### src/rtl/core/assert_macros.svh
// ----------------------------------------------------------------------------
// Assertion macros
// Shared concurrent assertion forms for the execute unit.
// ----------------------------------------------------------------------------
`ifndef ASSERT_MACROS_SVH
`define ASSERT_MACROS_SVH

// same-cycle implication
`define ASSERT_IMPLIES(label, clk, rst, ante, cons, msg) \
   label: assert property (@(posedge clk) disable iff (rst) (ante) |-> (cons)) \
      else $error(msg);

// next-cycle implication
`define ASSERT_NEXT(label, clk, rst, ante, cons, msg) \
   label: assert property (@(posedge clk) disable iff (rst) (ante) |=> (cons)) \
      else $error(msg);

`endif

### src/rtl/core/mie_pkg.sv
// ----------------------------------------------------------------------------
// mie_pkg
// Widths, field positions and inter-module structs of the I-type execute unit.
// ----------------------------------------------------------------------------
package mie_pkg;

   localparam int MEM_BYTES = 65536;
   localparam int MEM_AW    = $clog2(MEM_BYTES);
   localparam int ROW_AW    = MEM_AW - 2;
   localparam int MEM_ROWS  = MEM_BYTES / 4;

   localparam int REG_AW    = 5;
   localparam int REG_COUNT = 32;
   localparam int RS_LSB    = 21;
   localparam int RT_LSB    = 16;

   typedef struct packed {
      logic              en;
      logic [REG_AW-1:0] idx;
      logic [31:0]       data;
   } rf_wr_type;

   typedef struct packed {
      logic                   en;
      logic [3:0]             we;
      logic [3:0][ROW_AW-1:0] row;
      logic [3:0][7:0]        wdata;
   } dmem_req_type;

endpackage

### src/rtl/core/mie_regfile.sv
// ----------------------------------------------------------------------------
// mie_regfile
// 32 x 32 register file, two registered read ports, one write port.
// Entries read as zero until first written after reset.
// ----------------------------------------------------------------------------
module mie_regfile
   import mie_pkg::*;
(
   input  logic              clock,
   input  logic              reset,
   input  logic              rd_en,
   input  logic [REG_AW-1:0] rd_idx_a,
   input  logic [REG_AW-1:0] rd_idx_b,
   input  rf_wr_type         wr,
   output logic [31:0]       rd_data_a,
   output logic [31:0]       rd_data_b
);

   logic [31:0]          regs_ff [REG_COUNT];
   logic [REG_COUNT-1:0] valid_ff;
   logic [31:0]          rd_a_ff;
   logic [31:0]          rd_b_ff;

   always_ff @(posedge clock) begin
      if (reset) begin
         valid_ff <= '0;
      end else if (wr.en) begin
         valid_ff[wr.idx] <= 1'b1;
      end
   end

   always_ff @(posedge clock) begin
      if (wr.en) begin
         regs_ff[wr.idx] <= wr.data;
      end
      if (rd_en) begin
         rd_a_ff <= valid_ff[rd_idx_a] ? regs_ff[rd_idx_a] : '0;
         rd_b_ff <= valid_ff[rd_idx_b] ? regs_ff[rd_idx_b] : '0;
      end
   end

   assign rd_data_a = rd_a_ff;
   assign rd_data_b = rd_b_ff;

endmodule

### config.mk
export PLATFORM = sky130hd
export DESIGN_NAME = mie_regfile
export DESIGN_NICKNAME = d
export VERILOG_FILES = /design/src/rtl/core/assert_macros.svh /design/src/rtl/core/mie_pkg.sv /design/src/rtl/core/mie_regfile.sv
export SDC_FILE = /design/constraint.sdc
export NUM_CORES = 2
export LEC_CHECK = 0
export BUFFER_PORTS_ARGS = -buffer_cell sky130_fd_sc_hd__buf_2
export CORE_ASPECT_RATIO = 2
export CORE_MARGIN = 5
export CORE_UTILIZATION = 35
export CTS_CLUSTER_SIZE = 40
export DETAILED_ROUTE_END_ITERATION = 7
export GPL_TIMING_DRIVEN = 0
export PLACE_DENSITY_LB_ADDON = 0.2
export SLEW_MARGIN = 10
export SYNTH_ARGS = -nofsm -noshare
export SYNTH_HDL_FRONTEND = slang
export SYNTH_SLANG_ARGS = --single-unit
### constraint.sdc
create_clock -name clock -period 2.8 [get_ports clock]
set_input_delay 0.28 -clock clock [delete_from_list [all_inputs] [get_ports clock]]
set_output_delay 0.28 -clock clock [all_outputs]
set_load 0.02 [all_outputs]
==> impl_metrics.csv <==
group,metric,value,unit
grt,antenna_found_initial,14,
grt,grt_max_degree,38,
cells_and_area,final_common_cell,"edfxtp_1",
sta,period_needed,2.89,ns
sta,slew_viol_final,0,
clocking,clockBufferDepth,3,
cells_and_area,design_area,59200,sq um
place,io_buffers,108,
critical_path,crit_buf_inv,4,
worst_hold_path,hp-class,"primary input to register",
clocking,clkSinkCount,1120,
sta,tightest_slew,1.31,ns
cells_and_area,layout-drive-gt1-share,0.223,
floorplan,ios,115,
route,vias,32800,
job,drv_cap,0,
cells_and_area,final_cell_mix,"edfxtp_1, mux2i_1, mux4_2",
route,drc,0,
logic_synthesis,ys.flop_type,"edfxtp_1",
sta,timing.final.crit_share,1.03,
critical_path,path_class,"primary input to register",
clocking,clkSlewWorstSetupHoldPaths,0.07,ns
floorplan,rows,199,
critical_path,crit_path_start_kind,"primary input",
logic_synthesis,synthXorXnorAreaFrac,0,
critical_path,crit_path_max_fanout,10,
place,finalWeightedCongestion,0.902,
sta,final.setup_skew,0.0282,ns
critical_path,path_cells,"buf_2 -> buf_2 -> clkdlybuf4s15_1 -> clkbuf_1 -> nand3_1 -> and3_1",
critical_path,crit_path_frequent_cell,"buf_2",
clocking,root_buffer,"clkbuf_16",
grt,overflow,0,
critical_path,cp-startpoint,"rd_idx_b[4]",
power,vdd_ir_drop_max,546,uV
route,ant_nets,0,
sta,fin_ws,-0.0905,ns
cells_and_area,post-route-util,0.403,
logic_synthesis,yosysWarnings,0,
place,dpl.hpwl,142,mm
logic_synthesis,syn-num-nets,3126,
logic_synthesis,synth_top_family_by_area,"multiplexers",
route,firstDrtPassIters,7,
critical_path,cp_slowest_cell,"clkdlybuf4s15_1",
run_status,status,"finished, violations left",
critical_path,cp_top_family,"buffers and inverters",
sta,maxSlewHeadroom,0.126,
clocking,cts_tree,"yes",
logic_synthesis,synth_cells,3075,
floorplan,initial_utilization,0.352,
run_status,failed_checks,"negative setup slack",
cells_and_area,nNetsFinal,3384,
sta,hold_slack,0.0746,ns
cells_and_area,fillers,13400,
logic_synthesis,synth.cell_area,51700,sq um
critical_path,cp.required,3.25,ns
power,pwr_density_cell,625,nW/um^2
logic_synthesis,synth_simple_gate_area_frac,0.0358,
critical_path,max_stage_delay,0.91,ns
floorplan,core_area,147000,sq um
route,drtIter0Drc,3183,
sta,timing.setup.tns,-0.359,ns
sta,fmax,346,MHz
floorplan,die_w,282,um
logic_synthesis,synth_edf_count,1088,
cells_and_area,area_growth,14.6,%
logic_synthesis,synth_seq_cells,1120,
route,finalWirelength,199,mm
grt,first_global_vias,33900,
sta,setup_viol,7,
floorplan,die_y,553,um
logic_synthesis,synth_mux_area_frac,0.218,
logic_synthesis,async_flop_share,0,
route,vias_per_cell,6.15,
sta,hold_violations,0,
critical_path,cp.arrival,3.34,ns
logic_synthesis,seq_area_frac_synth,0.645,
critical_path,cp-end-kind,"register",
worst_hold_path,worstHoldStart,"rd_en",
logic_synthesis,post_synth_num_cell_types,33,
clocking,post_cts_buffers,0,
power,leakagePower,19.9,nW
route,avgRoutedWirePerCell,37.2,um
clocking,numCtsBuffers,103,
grt,grt_usage,0.246,
floorplan,die_area,156000,sq um
logic_synthesis,synth_compound_area_frac,0.0725,
critical_path,r2r_start,"valid_ff[31]$_SDFFE_PP0P_",
logic_synthesis,synthAdderAreaFrac,0,
clocking,insertion_delay,0.72,ns
place,place_area,55800,sq um
clocking,htreeDepth,3,
grt,grt_pass1_wl,266,mm
logic_synthesis,postSynthAreaPerCell,16.8,sq um
power,power.total,37.0,mW
==> sequential cells by signal (all words and copies together), names as in the netlist <==
register and count:
valid_ff 32, rd_data_a 32, rd_data_b 32, regs_ff 1024
==> metal layers <==
| layer | global-route usage | wire length (um) | up-vias |
|---|---|---|---|
| met1 | 0.259 | 65600 | 17200 |
| met4 | 0.142 | 13700 | 8 |
| li1 | - | - | 13400 |
| met5 | 0 | 42 | - |
| met3 | 0.0348 | 11700 | 592 |
| met2 | 0.462 | 107000 | 1625 |
==> synth_stat cells (all sizes together), types with 4 or more instances <==
master	number	area (sq um)
clkbuf	106	409
a22oi	64	480
mux2i	520	5200
and3	64	400
a21oi	64	320
inv	4	15.0
dfxtp	32	641
buf	146	1060
o21ai	128	641
nor2	165	619
o211ai	4	30.0
nand3b	7	52.6
nor3	64	320
a221oi	256	2240
a311oi	4	35.0
nand3	70	350
nor2b	4	25.0
mux4	268	6040
edfxtp	1088	32700
mux2	4	45.0
==> worst reg2reg max path: cells and delay by family (launching register included) <==
| family | cells | cell delay, ns |
|---|---|---|
| buffers and inverters | 1 | 0.52 |
| and+or+nand+nor | 3 | 0.93 |
| DFF | 1 | 0.33 |
| muxes | 2 | 0.76 |
==> kinds of logic (layout without fill, tap and decap cells) <==
logic type / Yosys count / in the layout
flops: 1120 / 1120
mux: 792 / 792
compound gates: 520 / 520
simple gates: 387 / 387
buf+inv: 256 / 598
other cells: 0 / 6
==> power breakdown <==
part	internal (mW)	switching, mW
clock	7.97	6.66
combinational	1.16	2.49
sequential	18.6	0.0959
total	27.8	9.25
==> final timing paths <==
| path | endpoint | slack (ns) | cells after the start |
|---|---|---|---|
| setup / recovery | rd_data_b[15]$_SDFFCE_PN0P_ | -0.09 | 6 |
| hold reg to reg | valid_ff[14]$_SDFFE_PP0P_ | 0.49 | 2 |
| setup reg to reg | rd_data_b[21]$_SDFFCE_PN0P_ | -0.01 | 6 |
| hold / removal | rd_data_b[22]$_SDFFCE_PN0P_ | 0.07 | 1 |
==> what timing repair did <==
item	CTS	global route
endpoints found under the hold margin	2	0
resized for setup	1	9
endpoints found under the setup margin	2	4
hold buffers	1	0
pin swaps	0	0
==> area by class of cell <==
type | instances | area [sq um] | share of cell area
Clock buffer | 131 | 2820 | 0.0476
Sequential cell | 1120 | 33300 | 0.563
Antenna cell | 6 | 15.0 | 0.000254
Multi-Input combinational cell | 1699 | 17100 | 0.289
Timing Repair Buffer | 153 | 1500 | 0.0254
Tap cell | 1909 | 2390 | 0.0403
Clock inverter | 58 | 556 | 0.00938
Buffer | 252 | 1490 | 0.0251
Inverter | 4 | 15.0 | 0.000254
==> metrics by stage <==
step | worst slack, ns | std cells
4_1_cts | 0.0489 | 5326
3_3_place_gp | -3.13 | 5092
5_1_grt | -0.00644 | 5327
6_report | -0.0905 | 5332
3_5_place_dp | -0.808 | 5136
2_1_floorplan | 0.0541 | 3075
(Power assumes the default switching activity.)
